## config.mk

```make
export PLATFORM = sky130hd
export DESIGN_NAME = priority_ready_queue
export DESIGN_NICKNAME = d
export VERILOG_FILES = /design/src/rtl/prq_pkg.sv /design/src/rtl/prq_cell.sv /design/src/rtl/priority_ready_queue.sv
export VERILOG_INCLUDE_DIRS = /design/src /design/src/rtl
export SDC_FILE = /design/constraint.sdc
export NUM_CORES = 1
export LEC_CHECK = 0
export BUFFER_PORTS_ARGS = -buffer_cell sky130_fd_sc_hd__buf_2
export CELL_PAD_IN_SITES_DETAIL_PLACEMENT = 1
export CELL_PAD_IN_SITES_GLOBAL_PLACEMENT = 2
export CORE_MARGIN = 10
export CORE_UTILIZATION = 44
export DETAILED_ROUTE_END_ITERATION = 10
export GPL_ROUTABILITY_DRIVEN = 0
export GPL_TIMING_DRIVEN = 0
export PLACE_DENSITY_LB_ADDON = 0.1
export SLEW_MARGIN = 25
export SYNTH_ARGS = -nofsm -noshare
export SYNTH_HDL_FRONTEND = slang
export SYNTH_HIERARCHICAL = 1
export SYNTH_SLANG_ARGS = --single-unit
```

## constraint.sdc

```tcl
create_clock -name i_clk -period 9.3 [get_ports i_clk]
set_clock_uncertainty 0.1 [all_clocks]
set_input_delay 0.465 -clock i_clk [delete_from_list [all_inputs] [get_ports i_clk]]
set_output_delay 0.465 -clock i_clk [all_outputs]
set_load 0.005 [all_outputs]
```

## src/rtl/assert_macros.svh

```systemverilog
// assertion macros shared by the rtl of the ready queue
// depends on nothing; taken in by `include where assertions are written
`ifndef ASSERT_MACROS_SVH
`define ASSERT_MACROS_SVH

`ifndef SYNTHESIS
// property checked at every clock edge outside reset
`define PRQ_ASSERT(lbl, clk, rstn, prop, msg) \
    lbl: assert property (@(posedge clk) disable iff (!(rstn)) (prop)) else $error(msg);
// antecedent now, consequent checked in the following cycle
`define PRQ_ASSERT_NEXT(lbl, clk, rstn, ante, cons, msg) \
    lbl: assert property (@(posedge clk) disable iff (!(rstn)) (ante) |=> (cons)) \
        else $error(msg);
`else
`define PRQ_ASSERT(lbl, clk, rstn, prop, msg)
`define PRQ_ASSERT_NEXT(lbl, clk, rstn, ante, cons, msg)
`endif

`endif

```

## src/rtl/prq_pkg.sv

```systemverilog
// types, codes and sizes of the priority ready queue
// used by prq_cell and priority_ready_queue; depends on nothing
package prq_pkg;

    localparam int ID_W       = 16;
    localparam int PRIO_W     = 6;
    localparam int COUNT_W    = 5;
    localparam int STATUS_W   = 2;
    localparam int DATA_W     = 32;
    localparam int ADDR_W     = 3;
    localparam int DEPTH_DEF  = 16;

    localparam logic OP_INSERT = 1'b0;
    localparam logic OP_POP    = 1'b1;

    // register index from the word address bit
    localparam logic REG_IDLE_ID = 1'b0;

    typedef enum logic [STATUS_W-1:0] {
        ST_OK    = 2'd0,
        ST_FULL  = 2'd1,
        ST_EMPTY = 2'd2,
        ST_IDLE  = 2'd3
    } t_status;

    typedef struct packed {
        logic [ID_W-1:0]   id;
        logic [PRIO_W-1:0] prio;
    } t_entry;

    // command broadcast to every cell
    typedef struct packed {
        logic   ins;
        logic   pop;
        t_entry new_entry;
    } t_cell_cmd;

    typedef struct packed {
        logic [ID_W-1:0]    id;
        logic [PRIO_W-1:0]  prio;
        t_status            status;
        logic [PRIO_W-1:0]  head;
        logic [COUNT_W-1:0] count;
    } t_result;

endpackage

```

## src/rtl/prq_cell.sv

```systemverilog
// one slot of the sorted shift-register queue
// depends on prq_pkg
module prq_cell (
    input  logic                i_clk,
    input  prq_pkg::t_cell_cmd  i_cmd,
    input  logic                i_occupied,
    input  prq_pkg::t_entry     i_prev,
    input  logic                i_prev_keep,
    input  prq_pkg::t_entry     i_next,
    output prq_pkg::t_entry     o_entry,
    output logic                o_keep,
    output prq_pkg::t_entry     o_next_entry
);

    prq_pkg::t_entry r_entry;
    prq_pkg::t_entry n_entry;

    // holds an entry that stays ahead of the new one (equal or higher priority)
    assign o_keep = i_occupied && (r_entry.prio >= i_cmd.new_entry.prio);

    always_comb begin
        n_entry = r_entry;
        if (i_cmd.pop) begin
            n_entry = i_next;
        end else if (i_cmd.ins && !o_keep) begin
            n_entry = i_prev_keep ? i_cmd.new_entry : i_prev;
        end
    end

    always_ff @(posedge i_clk) begin
        r_entry <= n_entry;
    end

    assign o_entry      = r_entry;
    assign o_next_entry = n_entry;

endmodule

```

## src/rtl/priority_ready_queue.sv

```systemverilog
// top level of the priority ready queue: cell row, apb register, result skid
// depends on prq_pkg, prq_cell and assert_macros.svh
//
// channel   direction  handshake                   payload
// input     in         i_in_valid / o_in_stall     i_op, i_thread_id, i_priority_req
// output    out        o_out_valid / i_out_stall   o_out_id, o_out_priority, o_status,
//                                                  o_head_priority, o_count
// config    apb        psel, penable, pwrite       paddr, pwdata, prdata, pready
//
// one request per cycle unless stalled; each cell updates from its neighbors in one step
// the result reaches the output register the cycle after the request is taken,
// or waits in the skid register while the output register is held
// a full output register and a full skid register stall the input (two results buffered)
// synchronous active-low reset clears the entry count, idle id and the output valids
// entry contents are not reset; a slot at or above the count is never read
`include "assert_macros.svh"

module priority_ready_queue #(
    parameter int QUEUE_DEPTH = prq_pkg::DEPTH_DEF
) (
    input  logic                         i_clk,
    input  logic                         i_rst_n,
    // request channel
    input  logic                         i_in_valid,
    output logic                         o_in_stall,
    input  logic                         i_op,
    input  logic [prq_pkg::ID_W-1:0]     i_thread_id,
    input  logic [prq_pkg::PRIO_W-1:0]   i_priority_req,
    // result channel
    output logic                         o_out_valid,
    input  logic                         i_out_stall,
    output logic [prq_pkg::ID_W-1:0]     o_out_id,
    output logic [prq_pkg::PRIO_W-1:0]   o_out_priority,
    output logic [prq_pkg::STATUS_W-1:0] o_status,
    output logic [prq_pkg::PRIO_W-1:0]   o_head_priority,
    output logic [prq_pkg::COUNT_W-1:0]  o_count,
    // apb register port
    input  logic                         psel,
    input  logic                         penable,
    input  logic                         pwrite,
    input  logic [prq_pkg::ADDR_W-1:0]   paddr,
    input  logic [prq_pkg::DATA_W-1:0]   pwdata,
    output logic [prq_pkg::DATA_W-1:0]   prdata,
    output logic                         pready
);

    localparam int CNT_W = $clog2(QUEUE_DEPTH + 1);

    // ---------------------------------------------------------------
    // idle id register
    // ---------------------------------------------------------------
    logic [prq_pkg::ID_W-1:0] r_idle_id;
    logic                     cfg_wr;

    assign pready = 1'b1;
    assign cfg_wr = psel && penable && pwrite && pready
                    && (paddr[2] == prq_pkg::REG_IDLE_ID);

    always_ff @(posedge i_clk) begin
        if (!i_rst_n) begin
            r_idle_id <= '0;
        end else if (cfg_wr) begin
            r_idle_id <= pwdata[prq_pkg::ID_W-1:0];
        end
    end

    // only the idle id exists; other addresses read as zero
    always_comb begin
        prdata = '0;
        if (paddr[2] == prq_pkg::REG_IDLE_ID) begin
            prdata = {{(prq_pkg::DATA_W - prq_pkg::ID_W){1'b0}}, r_idle_id};
        end
    end

    // ---------------------------------------------------------------
    // request decode
    // ---------------------------------------------------------------
    logic [CNT_W-1:0] r_count;
    logic [CNT_W-1:0] n_count;
    logic             accept;
    logic             is_idle_id;
    logic             is_full;
    logic             is_empty;
    logic             do_ins;
    logic             do_pop;

    prq_pkg::t_cell_cmd cmd;

    assign accept     = i_in_valid && !o_in_stall;
    assign is_idle_id = (i_thread_id == r_idle_id);
    assign is_full    = (r_count == CNT_W'(QUEUE_DEPTH));
    assign is_empty   = (r_count == '0);
    // the idle test wins over the full test
    assign do_ins = accept && (i_op == prq_pkg::OP_INSERT) && !is_idle_id && !is_full;
    assign do_pop = accept && (i_op == prq_pkg::OP_POP) && !is_empty;

    assign cmd.ins            = do_ins;
    assign cmd.pop            = do_pop;
    assign cmd.new_entry.id   = i_thread_id;
    assign cmd.new_entry.prio = i_priority_req;

    always_comb begin
        n_count = r_count;
        if (do_ins) begin
            n_count = r_count + CNT_W'(1);
        end else if (do_pop) begin
            n_count = r_count - CNT_W'(1);
        end
    end

    always_ff @(posedge i_clk) begin
        if (!i_rst_n) begin
            r_count <= '0;
        end else begin
            r_count <= n_count;
        end
    end

    // ---------------------------------------------------------------
    // row of cells, slot 0 is the front of the queue
    // ---------------------------------------------------------------
    prq_pkg::t_entry cell_entry [QUEUE_DEPTH];
    prq_pkg::t_entry cell_next  [QUEUE_DEPTH];
    logic            cell_keep  [QUEUE_DEPTH];

    for (genvar k = 0; k < QUEUE_DEPTH; k++) begin : g_cell
        prq_pkg::t_entry prev_entry;
        prq_pkg::t_entry next_entry;
        logic            prev_keep;

        if (k == 0) begin : g_front
            // the front slot takes the new entry whenever it gives way
            assign prev_entry = cmd.new_entry;
            assign prev_keep  = 1'b1;
        end else begin : g_inner
            assign prev_entry = cell_entry[k-1];
            assign prev_keep  = cell_keep[k-1];
        end

        if (k == QUEUE_DEPTH - 1) begin : g_back
            // slot beyond the end is never valid after a pop
            assign next_entry = '0;
        end else begin : g_mid
            assign next_entry = cell_entry[k+1];
        end

        prq_cell u_cell (
            .i_clk        (i_clk),
            .i_cmd        (cmd),
            .i_occupied   (CNT_W'(k) < r_count),
            .i_prev       (prev_entry),
            .i_prev_keep  (prev_keep),
            .i_next       (next_entry),
            .o_entry      (cell_entry[k]),
            .o_keep       (cell_keep[k]),
            .o_next_entry (cell_next[k])
        );
    end

    // ---------------------------------------------------------------
    // result of the accepted request
    // ---------------------------------------------------------------
    prq_pkg::t_result res;

    always_comb begin
        res.id     = '0;
        res.prio   = '0;
        res.status = prq_pkg::ST_OK;
        if (i_op == prq_pkg::OP_INSERT) begin
            if (is_idle_id) begin
                res.status = prq_pkg::ST_IDLE;
            end else if (is_full) begin
                res.status = prq_pkg::ST_FULL;
            end
        end else if (is_empty) begin
            res.id     = r_idle_id;
            res.status = prq_pkg::ST_EMPTY;
        end else begin
            res.id   = cell_entry[0].id;
            res.prio = cell_entry[0].prio;
        end
        // front priority and count after this request
        res.head  = (n_count != '0) ? cell_next[0].prio : '0;
        res.count = prq_pkg::COUNT_W'(n_count);
    end

    // ---------------------------------------------------------------
    // output register with skid stage
    // ---------------------------------------------------------------
    prq_pkg::t_result r_out;
    prq_pkg::t_result r_skid;
    logic             r_out_v;
    logic             r_skid_v;
    logic             take;

    assign take       = r_out_v && !i_out_stall;
    assign o_in_stall = r_skid_v;

    always_ff @(posedge i_clk) begin
        if (!i_rst_n) begin
            r_out_v  <= 1'b0;
            r_skid_v <= 1'b0;
        end else if (!r_out_v || take) begin
            r_out_v  <= r_skid_v || accept;
            r_skid_v <= 1'b0;
        end else if (accept) begin
            r_skid_v <= 1'b1;
        end
    end

    always_ff @(posedge i_clk) begin
        if (!r_out_v || take) begin
            r_out <= r_skid_v ? r_skid : res;
        end else if (accept) begin
            r_skid <= res;
        end
    end

    assign o_out_valid     = r_out_v;
    assign o_out_id        = r_out.id;
    assign o_out_priority  = r_out.prio;
    assign o_status        = r_out.status;
    assign o_head_priority = r_out.head;
    assign o_count         = r_out.count;

    // ---------------------------------------------------------------
    // assertions
    // ---------------------------------------------------------------
    `PRQ_ASSERT(a_count_bound, i_clk, i_rst_n, r_count <= CNT_W'(QUEUE_DEPTH), "count over depth")
    `PRQ_ASSERT(a_skid_order, i_clk, i_rst_n, !r_skid_v || r_out_v, "skid full, output empty")
    `PRQ_ASSERT(a_front_sorted, i_clk, i_rst_n, (r_count < CNT_W'(2)) || (cell_entry[0].prio >= cell_entry[1].prio), "front pair out of order")
    `PRQ_ASSERT_NEXT(a_full_drop, i_clk, i_rst_n, accept && (i_op == prq_pkg::OP_INSERT) && !is_idle_id && is_full, r_count == $past(r_count), "full insert changed count")

endmodule

```

# Yosys cells after proc, flatten, opt, wreduce, memory -nomap -nowiden
# Index checks and enable logic that the tools add are counted.
# word_totals
out_inout_bits	70
ff_bits	445
# classes
add_sub_neg	2
n_reduce_logical	85
n_eq_ne	2
n_mux	57
n_bitwise	4
order_cmp	32
# ops
cell	n
two-way mux 22 bit	46
>= comparator 6 bit	16
logical AND 1 bit	42
less-than comparator 4 x 5 -> 1 bit (first input constant)	8
two-way mux 35 bit	1
two-way mux 16 bit	2
nonzero test 2 bit	15
logical NOT 1 bit	22
less-than comparator 3 x 5 -> 1 bit (first input constant)	4
equality test 16 bit	1
two-way mux 6 bit	2
less-than comparator 1 x 5 -> 1 bit (first input constant)	2
less-than comparator 2 x 5 -> 1 bit (first input constant)	2
two-way mux 5 bit	2
two-way mux 2 bit	3
adder 5 x 1 -> 5 bit (second input constant)	1
equality test 5 bit (second input constant)	1
logical NOT 5 bit	1
nonzero test 5 bit	1
subtractor 5 x 1 -> 5 bit (second input constant)	1
NOT 1 bit	4
logical OR 1 bit	2
AND reduction 2 bit	1
OR reduction 2 bit	1
two-way mux 1 bit	1

# Logic depth before layout (Yosys ltp)
# Gate-level depths: netlist of the first run.
# depth
ltp_word	10
ltp_mapped	15
mapped_depth_nobuf	11

# Modules after synthesis
# The synthesis of the first run kept the hierarchy.
# modules_own_cells
module	area_per_inst_um2	seq_area_each_um2	cells_each	instances
prq_cell (g_cell[2].u_cell ...)	1731.7	440.4	198	8
prq_cell (g_cell[0].u_cell ...)	1293.7	440.4	124	8
priority_ready_queue	4599.4	2562.5	418	1

# Worst setup path before layout of the first run
# No wires, ideal clock.
# synth_path
kind	reg-to-reg
from	register r_count[0]
to	register r_skid[6] (netlist name), data pin
period_less_slack_ns	4.535
setup_ns	0.264
path_stages_with_launch	11
n_path_buf	2
arrival_time_ns	4.171
setup_slack_ns	4.765
cell_sequence	dfxtp_1 -> clkbuf_1 -> inv_1 -> ha_1 -> and3_1 -> or2_2 -> nor2_1 -> a21oi_1 -> buf_2 -> a221o_1 -> nor2b_1
# synth_rtl
item	line_no	rtl
from (decl)	priority_ready_queue.sv:78	logic [CNT_W-1:0] r_count;
from (signal assigned)	priority_ready_queue.sv:115	r_count <= n_count;
to (signal assigned)	priority_ready_queue.sv:215	r_skid <= res;
to (decl)	priority_ready_queue.sv:191	prq_pkg::t_result r_skid;

==> metrics.md, run 1 <==
| Metric | Value |
|---|---|
| Status | completed |
| Area after DPL | between 30000 and 40000 um^2 |
| DRC violations left | 0 |
| FMAX | about 0.23 GHz |
| Final max-slew violation count | 0 |
| Post-route minimum period | roughly 4300 ps |
| Crit-path max FO | 39 |
| Die area | approximately 76000 um^2 |
| Final period utilization | 0.463 |
| Sequential share of the synthesized area | 0.334 |
| I/O Buffers | 99 |
| Worst Path Required | ~9600 ps |
| TNS Setup | 0 ps |
| Setup crit start | r_count[0]$_SDFF_PN0_ |
| DR WL/cell | between 20 and 25 um |
| Initial core utilization | 0.446 |
| Post-Syn Area | approximately 29000 um^2 |
| WP data arrival | roughly 4600 ps |
| Mapped Cells | between 2000 and 3000 |
| End of the worst register-to-register path | r_skid[10]$_DFFE_PP_ |
| Worst-skew pair later-pin latency | between 600 and 700 ps |
| Final wirelength | about 100000 um |
| Max H-tree Level | 2 |
| Reg2Reg Depth | 12 |
| Initial drt markers | 1600 |
| CTS root buffer | clkbuf_16 |
| Post-synth top flop | dfxtp_1 |
| Final nets | ~3400 |
| Max VDD drop | around 0.15 mV |
| Final Instance Area | between 30000 and 40000 um^2 |
| Final hold vios | 0 |
| Worst Hold Class | in2reg |
| CP Class | reg2reg |
| Cell variety after synth | between 50 and 60 |
| Critical Path Sink Type | register |
| Yosys Warn Count | 6 |
| GRT overflow | 0 |
| Area growth from synthesis to layout | 13.2% |
| All-layer global routing usage | 0.255 |
| Crit path to | r_skid[10]$_DFFE_PP_ |
| CTS clk-pin slew, worst paths | 60 ps |
| First-pass GRT wire length | between 150000 and 200000 um |
| # clock sinks | around 450 |
| Async SR Flop Fraction | 0 |
| Clock Path Buffers | 3 |
| Least-Margin Pin Slew | a little over 1000 ps |
| Max-cap violations | 0 |
| Final core occ | 0.505 |
| DP Wirelength | roughly 74000 um |
| Pleak | between 0.01 and 0.015 uW |
| RR Startpoint | r_count[0]$_SDFF_PN0_ |
| Via count | approximately 25000 |
| FF+latch count, synth | about 450 |
| Final setup viols | 0 |
| Antenna violations before repair | 6 |
| FF-to-FF setup slack | ~5000 ps |
| Layout cells sized above 1 | 0.225 |
| Core Region | 64600 um^2 |
| DRT Pass-1 Iters | 5 |
| Cts bufs inserted | 54 |
| Vias in the first global route | 26600 |
| Std-Cell Rows | slightly above 90 |
| Final Power | roughly 9800 uW |
| Io pins | between 100 and 150 |
| Pwr per Cell Area | between 300 and 400 nW/um^2 |
| Die height | 276 um |
| Pin count of the biggest net entering global routing | 40 |
| Post-route ant nets | 0 |
| Diodes inserted | 0 |
| Post-synth EDFFs | 70 |
| CP Launch Type | register |
| Die Span X | roughly 280 um |
| Vias per cell | 6.06 |
| RSZ-0062 raised after global routing | no |
| Headroom to the max-slew limit | 0.317 |
| Mean post-synth cell area | around 9.6 um^2 |
| Filler cells | between 7000 and 8000 |
| TritonCTS clock tree | done |
| Post-CTS setup buffers | 0 |
==> sequential cells by signal (all words and copies together), names as in the netlist, 5 cells and up <==
signal and cells:
g_cell.u_cell/o_entry 352, r_skid 35, o_out_id 16, r_idle_id 16, o_head_priority 6, o_out_priority 6, o_count 5, r_count 5
==> cell usage in the layout (no fill, tap or decap), types with 155 or more instances in the layout <==
cell type / n
a221o_1: 176
a22oi_1: 160
and2_1: 172
buf_2: 155
clkbuf_1: 155
dfxtp_1: 375
mux2_2: 202
nand2b_1: 177
nor2_1: 229
o211ai_1: 201
==> layer usage <==
| metal | track usage | routed length (um) | vias up |
|---|---|---|---|
| met3 | 0.0363 | 4530 | 176 |
| met1 | 0.319 | 42900 | 12600 |
| li1 | - | - | 11600 |
| met2 | 0.448 | 49000 | 515 |
| met5 | 0 | 61 | - |
| met4 | 0.0758 | 2730 | 8 |
==> kinds of logic after synthesis <==
group                      after synthesis  synth area share
buffers and inverters                  396            0.0670
DFF                                    445             0.334
xor gates and xnor gates                18           0.00547
AOI/OAI and AO/OA                      912             0.278
and+or+nand+nor                        779             0.144
muxes                                  342             0.128
adders and majority gates              100            0.0434
other                                    2          0.000261
==> final cells by class <==
cell class,instances,area (um^2),area share
buffer,268,1450,0.0444
clock buffer,72,1500,0.0460
clock inverter,29,358,0.0110
inverter,128,480,0.0147
multi-input combinational,2194,17400,0.535
sequential,445,9610,0.295
tap,855,1070,0.0328
timing repair buffer,114,718,0.0220
==> worst max-delay path, cell delays in order (launching register included) <==
cell	delay, ps
dfxtp_1	370
clkbuf_1	340
inv_1	190
ha_1	280
nor4b_4	190
or2_2	370
inv_2	750
a211oi_1	200
a31oi_1	230
o311ai_1	320
nor4_4	430
buf_6	220
nor2b_1	70
==> report_power, final <==
group | total, uW | leakage, uW | internal [uW] | switching (uW)
clock | 2230 | 0.000901 | 1330 | 904
sequential | 3380 | 0.00381 | 2640 | 747
combinational | 4210 | 0.00790 | 1850 | 2370
==> worst min-delay path by stage <==
| stage | start | endpoint | slack, ps | cells past startpoint |
|---|---|---|---|---|
| floorplan | g_cell[15].u_cell/o_entry[10]$_DFF_P_ | g_cell[15].u_cell/o_entry[10]$_DFF_P_ | 350 | 1 |
| finish | pwdata[14] | r_idle_id[14]$_SDFFE_PN0P_ | 20 | 3 |
| global route | pwdata[13] | r_idle_id[13]$_SDFFE_PN0P_ | 8 | 3 |
| CTS | pwdata[13] | r_idle_id[13]$_SDFFE_PN0P_ | 1 | 3 |
| detailed placement | g_cell[15].u_cell/o_entry[13]$_DFF_P_ | g_cell[15].u_cell/o_entry[13]$_DFF_P_ | 370 | 1 |
| global placement | g_cell[15].u_cell/o_entry[13]$_DFF_P_ | g_cell[15].u_cell/o_entry[13]$_DFF_P_ | 370 | 1 |
==> per-stage QoR <==
step	setup slack, ps	instances	hold slack (ps)
floorplan	4760	3035	349
global placement	2380	3989	366
detailed placement	5030	3993	366
CTS	5010	4105	0.955
global route	4640	4105	7.95
finish	4990	4105	21.9
==> synthesized netlist by cell type (8+ instances only) <==
master / count / area, um^2
and2_1: 172 / 1080
inv_2: 17 / 63.8
o21ai_2: 14 / 123
nand2_1: 106 / 398
nand3_1: 10 / 50.1
mux2i_1: 138 / 1380
dfxtp_1: 375 / 7510
clkbuf_1: 145 / 544
ha_1: 100 / 1250
mux2_2: 202 / 2270
a22o_1: 16 / 140
nor2b_1: 22 / 138
a21oi_1: 63 / 315
a221o_1: 176 / 1760
a211oi_1: 41 / 308
o21ai_0: 16 / 80.1
a21o_1: 8 / 60.1
o21a_1: 8 / 60.1
inv_1: 110 / 413
a22oi_1: 160 / 1200
o311ai_1: 17 / 149
a21boi_0: 17 / 128
o211ai_2: 152 / 1900
nand2b_1: 177 / 1110
nor3b_4: 8 / 150
buf_2: 57 / 285
buf_4: 33 / 248
nor3b_1: 10 / 75.1
o21a_4: 8 / 120
a211oi_2: 8 / 100
nor3_1: 26 / 130
o211ai_1: 201 / 1510
buf_6: 33 / 372
nor2_1: 231 / 867
edfxtp_1: 70 / 2100
xnor2_1: 18 / 158
==> what timing repair did <==
action,CTS,global route
hold buffers,11,0
endpoints found under the hold margin,11,0
gates resized for setup,0,0
No activity file was read; power rests on OpenSTA's default activity.
==> run 2, diff against run 1 <==
--- a/config.mk
+++ b/config.mk
@@ -10,7 +10,7 @@
 export CELL_PAD_IN_SITES_DETAIL_PLACEMENT = 1
 export CELL_PAD_IN_SITES_GLOBAL_PLACEMENT = 2
 export CORE_MARGIN = 10
-export CORE_UTILIZATION = 44
+export CORE_UTILIZATION = 37
 export DETAILED_ROUTE_END_ITERATION = 10
 export GPL_ROUTABILITY_DRIVEN = 0
 export GPL_TIMING_DRIVEN = 0
==> constraint.sdc (replaced) <==
create_clock -name i_clk -period 3.9 [get_ports i_clk]
set_clock_uncertainty 0.1 [all_clocks]
set_input_delay 0.195 -clock i_clk [delete_from_list [all_inputs] [get_ports i_clk]]
set_output_delay 0.195 -clock i_clk [all_outputs]
set_load 0.005 [all_outputs]
==> run 2 against run 1 <==
Net effect:
- critical endpoint is now o_head_priority[1]$_DFFE_PP_
- clock power increased by 140%
- worst setup slack got worse by 4700 ps
- sequential power increased by 140%
- critical path depth unchanged
- sequential share of layout area decreased by 0.38 points
- largest cell class unchanged
- largest power group unchanged
- final cell count increased by 5.0%
==> metrics.md, run 2 (synthesis results as in run 1) <==
| Metric | Value |
|---|---|
| Status | completed |
| DRC violations left | 0 (unchanged) |
| Final wirelength | 102000 um (+2.7%) |
| Pleak | 0.0127 uW (+0.84%) |
| RSZ-0062 raised after global routing | no |
| Layout cells sized above 1 | 0.224 (-0.000766) |
| Worst Hold Class | in2reg |
| Die area | 89400 um^2 (+17%) |
| Die Span X | 299 um (+8.4%) |
| First-pass GRT wire length | 158000 um (+2.2%) |
| I/O Buffers | 99 (unchanged) |
| Crit-path max FO | 39 (unchanged) |
| Core Region | 77300 um^2 (+20%) |
| Critical Path Sink Type | register |
| Via count | 24600 (-1.1%) |
| WP data arrival | 3910 ps (-670 ps) |
| Io pins | 135 (unchanged) |
| # clock sinks | 445 (unchanged) |
| Max-cap violations | 0 (unchanged) |
| Commonest non-fill, non-tap cell in the layout | dfxtp_1 |
| Final nets | 3389 (+0.56%) |
| DRT Pass-1 Iters | 5 (unchanged) |
| Worst Path Required | 4170 ps (-5400 ps) |
| Max reg flops | 352 (unchanged) |
| Area after DPL | 30900 um^2 (+0.73%) |
| CTS root buffer | clkbuf_16 |
| Fin cells | 4310 (+5.0%) |
| DP Wirelength | 76700 um (+3.4%) |
| FMAX | 0.275 GHz (+18%) |
| Most frequent cells in the layout | dfxtp_1, nor2_1, mux2_2, o211ai_1, nand2b_1 |
| Std-Cell Rows | 102 (+9.7%) |
| Initial drt markers | 1362 (-15%) |
| Least-Margin Pin Slew | 832 ps (-190 ps) |
| Pin count of the biggest net entering global routing | 40 (unchanged) |
| CTS clk-pin slew, worst paths | 60 ps (about the same) |
| Final max-slew violation count | 0 (unchanged) |
| Max H-tree Level | 2 (unchanged) |
| Vias in the first global route | 26600 (+0.034%) |
| Headroom to the max-slew limit | 0.445 (+0.128) |
| WHS Path Cells | 4 (+1) |
| DR WL/cell | 23.6 um (-2.2%) |
| TritonCTS clock tree | done |
| Final core occ | 0.427 (-0.0778) |
| Clock Path Buffers | 3 (unchanged) |
| Vias per cell | 5.71 (-5.8%) |
| Max VDD drop | 0.375 mV (+150%) |
| Initial core utilization | 0.372 (-0.0736) |
| Final hold vios | 0 (unchanged) |
| Final period utilization | 0.934 (+0.470) |
| Reg2Reg Depth | 12 (unchanged) |
| Final setup viols | 0 (unchanged) |
| Post-route minimum period | 3640 ps (-667 ps) |
| TNS Setup | 0 ps (unchanged) |
| Placed cells | 4178 (+4.6%) |
| Final Instance Area | 33000 um^2 (+1.3%) |
| Die height | 299 um (+8.4%) |
| CP Launch Type | register |
| Cts bufs inserted | 56 (+3.7%) |
| GRT overflow | 0 (unchanged) |
| Area growth from synthesis to layout | 14.7% |
| Diodes inserted | 0 (unchanged) |
| Antenna violations before repair | 2 (-4) |
| Post-route ant nets | 0 (unchanged) |
| CP Class | reg2reg |
| Worst-skew pair later-pin latency | 630 ps (+20 ps) |
| All-layer global routing usage | 0.221 (-0.0347) |
| Pwr per Cell Area | 709 nW/um^2 (+140%) |
-- run 2: changes by cell type in the layout (fill, tap and decap cells not counted), sizes merged --
| cell | previous run | this run |
|---|---|---|
| bufinv | 7 | 5 |
| clkbuf | 217 | 224 |
| inv | 129 | 128 |
| clkinvlp | 5 | 3 |
| dlygate4sd3 | 11 | 28 |
| clkinv | 16 | 17 |
-- run 2: metal layers --
| metal | vias up | GRT usage | part of all wire |
|---|---|---|---|
| met5 | - | 0 | 0.00013 |
| met4 | 2 | 0.0598 | 0.027 |
| met1 | 12400 | 0.282 | 0.45 |
| met3 | 169 | 0.0233 | 0.035 |
| li1 | 11700 | - | - |
| met2 | 424 | 0.388 | 0.49 |
-- run 2: path summary, 6_finish.rpt --
| check | startpoint | end | slack [ps] |
|---|---|---|---|
| worst max-delay path | r_count[0]$_SDFF_PN0_ | o_head_priority[1]$_DFFE_PP_ | 260 |
| worst min-delay path | penable | r_idle_id[4]$_SDFFE_PN0P_ | 120 |
| worst max register to register | r_count[0]$_SDFF_PN0_ | o_head_priority[1]$_DFFE_PP_ | 260 |
| worst min register to register | g_cell[15].u_cell/o_entry[16]$_DFF_P_ | g_cell[15].u_cell/o_entry[16]$_DFF_P_ | 390 |
-- run 2: worst max-delay path: stages, from the launching register on --
cell	delay (ps)
dfxtp_1	360
clkbuf_2	240
inv_1	150
ha_1	260
nor4b_4	180
or2_2	380
inv_6	360
a211oi_1	140
a31oi_1	230
o311ai_2	290
nor4_4	360
buf_6	210
o21ai_2	100
-- run 2: where the power goes --
| part | switching, uW | total, uW | leakage, uW | internal, uW |
|---|---|---|---|---|
| clock network | 2190 | 5360 | 0.000919 | 3170 |
| logic | 5600 | 10000 | 0.00799 | 4410 |
| registers | 1790 | 8080 | 0.00381 | 6290 |
-- run 2: metrics by stage --
step | power [uW] | setup slack (ps) | hold slack, ps
5_1_grt | 25000 | 60.3 | 157
2_1_floorplan | 14900 | 100 | 240
3_3_place_gp | 17700 | -1640 | 350
3_5_place_dp | 18100 | -380 | 364
6_report | 23400 | 258 | 125
4_1_cts | 23600 | 41.7 | 96.9
-- run 2: what timing repair did --
item | 4_1_cts | 5_1_grt
resized for setup | 2 | 2
cloned | 0 | 0
hold endpoints to repair | 30 | 0
setup endpoints to repair | 34 | 12
hold buffers | 28 | 0
buffers inserted | 0 | 0
-- run 2: layout make-up --
cell class / count / area (um^2)
multi-input cells: 2194 / 17400
repair buffers: 131 / 873
fillers: 8891 / 44300
inverters: 128 / 485
well taps: 1040 / 1300
clock buffers: 79 / 1590
clock inverters: 25 / 293
flip-flops and latches: 445 / 9610
plain buffers: 268 / 1450
==> run 3, diff against run 2 <==
--- a/config.mk
+++ b/config.mk
@@ -9,8 +9,9 @@
 export BUFFER_PORTS_ARGS = -buffer_cell sky130_fd_sc_hd__buf_2
 export CELL_PAD_IN_SITES_DETAIL_PLACEMENT = 1
 export CELL_PAD_IN_SITES_GLOBAL_PLACEMENT = 2
+export CORE_ASPECT_RATIO = 1.2
 export CORE_MARGIN = 10
-export CORE_UTILIZATION = 37
+export CORE_UTILIZATION = 41
 export DETAILED_ROUTE_END_ITERATION = 10
 export GPL_ROUTABILITY_DRIVEN = 0
 export GPL_TIMING_DRIVEN = 0
==> constraint.sdc (replaced) <==
create_clock -name i_clk -period 3.4 [get_ports i_clk]
set_clock_uncertainty 0.1 [all_clocks]
set_input_delay 0.17 -clock i_clk [delete_from_list [all_inputs] [get_ports i_clk]]
set_output_delay 0.17 -clock i_clk [all_outputs]
set_load 0.005 [all_outputs]
==> run 3 against run 2 <==
Net effect:
- register-to-register slack got worse by 110 ps
- final cell count decreased by 2.8%
- final area decreased by 0.14%
- wire length about the same
- sequential power increased by 15%
- combinational power increased by 16%
- critical path depth decreased by 1
- global-route usage increased by 2.3 points
- critical path type unchanged
- highest routed layer unchanged
==> metrics.md, run 3 (synthesis results as in run 1) <==
| Metric | Value |
|---|---|
| Initial drt markers | 1518 (+11%) |
| TNS Setup | 0 ps (unchanged) |
| WP data arrival | 3530 ps (-380 ps) |
| RSZ-0062 raised after global routing | no |
| Die height | 310 um (+3.8%) |
| Final Instance Area | 33000 um^2 (-0.14%) |
| Die area | 81300 um^2 (-9.1%) |
| CTS clk-pin slew, worst paths | 60 ps (about the same) |
| Post-route ant nets | 0 (unchanged) |
| Final hold vios | 0 (unchanged) |
| First-pass GRT wire length | 156000 um (-1.4%) |
| Diodes inserted | 0 (unchanged) |
| Post-route minimum period | 3250 ps (-394 ps) |
| TritonCTS clock tree | done |
| Antenna violations before repair | 4 (+2) |
| Max reg flops | 352 (unchanged) |
| Area after DPL | 30700 um^2 (-0.52%) |
| Status | completed |
| Pwr per Cell Area | 822 nW/um^2 (+16%) |
| Clock Path Buffers | 3 (unchanged) |
| DRC violations left | 0 (unchanged) |
| DRT Pass-1 Iters | 5 (unchanged) |
| Max-cap violations | 0 (unchanged) |
| Pin count of the biggest net entering global routing | 40 (unchanged) |
| Final max-slew violation count | 0 (unchanged) |
| Final wirelength | 102000 um (about the same) |
| Commonest non-fill, non-tap cell in the layout | dfxtp_1 |
| CP Launch Type | register |
| Least-Margin Pin Slew | 881 ps (+48.6 ps) |
| Critical Path Sink Type | register |
| Pleak | 0.0128 uW (+0.45%) |
| Headroom to the max-slew limit | 0.413 (-0.0324) |
| Layout cells sized above 1 | 0.231 (+0.00652) |
| Std-Cell Rows | 106 (+3.9%) |
| Final core occ | 0.474 (+0.0466) |
| Cts bufs inserted | 53 (-5.4%) |
| Via count | 24700 (+0.50%) |
| Core Region | 69600 um^2 (-10%) |
| Hold slack | 123 ps (-2.03 ps) |
| Final setup viols | 0 (unchanged) |
| CTS root buffer | clkbuf_16 |
| Io pins | 135 (unchanged) |
| Crit-path max FO | 10 (-74%) |
| I/O Buffers | 99 (unchanged) |
| CP Class | reg2reg |
| GRT overflow | 0 (unchanged) |
| Worst Path Required | 3680 ps (-490 ps) |
| Final nets | 3393 (+0.12%) |
| Die Span X | 262 um (-12%) |
| All-layer global routing usage | 0.244 (+0.0232) |
| Max VDD drop | 0.437 mV (+17%) |
| Vias in the first global route | 26500 (-0.18%) |
| DP Wirelength | 75400 um (-1.6%) |
| Worst-skew pair later-pin latency | 630 ps (about the same) |
| DR WL/cell | 24.3 um (+2.9%) |
| FMAX | 0.308 GHz (+12%) |
| Most frequent cells in the layout | dfxtp_1, nor2_1, mux2_2, o211ai_1, nand2b_1 |
| # clock sinks | 445 (unchanged) |
| Worst Hold Class | in2reg |
| Area growth from synthesis to layout | 14.6% |
| Max H-tree Level | 2 (unchanged) |
| Final period utilization | 0.955 (+0.0213) |
| Vias per cell | 5.90 (+3.4%) |
| Initial core utilization | 0.414 (+0.0412) |
run 3: timing repair:
item | 4_1_cts | 5_1_grt
endpoints found under the setup margin | 372 | 43
hold buffers | 30 | 0
buffers inserted | 3 | 0
endpoints found under the hold margin | 28 | 0
gates cloned | 0 | 2
pin swaps | 1 | 1
gates resized for setup | 12 | 10
run 3: path summary, 6_finish.rpt:
path / slack (ps) / startpoint / cells after the start / endpoint
min: 120 / pwrite / 4 / r_idle_id[5]$_SDFFE_PN0P_
max: 150 / r_count[1]$_SDFF_PN0_ / 11 / o_head_priority[1]$_DFFE_PP_
max reg2reg: 150 / r_count[1]$_SDFF_PN0_ / 11 / o_head_priority[1]$_DFFE_PP_
min reg2reg: 390 / g_cell[15].u_cell/o_entry[16]$_DFF_P_ / 1 / g_cell[15].u_cell/o_entry[16]$_DFF_P_
run 3: cell type report:
cell class                 count  area, um^2
buffer                       268        1460
clock buffer                  66        1470
clock inverter                34         410
fill                        7891       36600
inverter                     128         493
multi-input combinational   2194       17500
sequential                   445        9610
tap                          918        1150
timing repair buffer         136         916
timing repair inverter         2        17.5
run 3: where the power goes:
group          internal, uW  switching (uW)
Clock                  3670            2510
Sequential             7210            2080
Combinational          5110            6520
Total                 16000           11100
run 3: through the flow:
step / total power [uW] / cells / setup slack (ps)
after global routing: 28900 / 4191 / 2.61
final: 27100 / 4191 / 153
after global placement: 20200 / 4052 / -986
after floorplan: 17100 / 3035 / 85.0
after detailed placement: 20800 / 4056 / -832
after CTS: 27200 / 4189 / 45.5
run 3: layer usage:
| layer | vias to the layer above | share of wire | track usage |
|---|---|---|---|
| li1 | 11700 | - | - |
| met1 | 12400 | 0.41 | 0.288 |
| met2 | 474 | 0.51 | 0.446 |
| met3 | 186 | 0.040 | 0.0314 |
| met4 | 4 | 0.035 | 0.0811 |
| met5 | - | 0.00017 | 0 |
run 3: worst max-delay path, cell delays in order, from the launching register on:
cell and delay, ps:
dfxtp_1 530, inv_1 200, ha_1 250, nor4b_4 140, or2_4 360, inv_12 160, a211oi_1 100, a31oi_1 250
o311ai_4 210, nor4_4 400, buf_6 210, o21ai_2 70
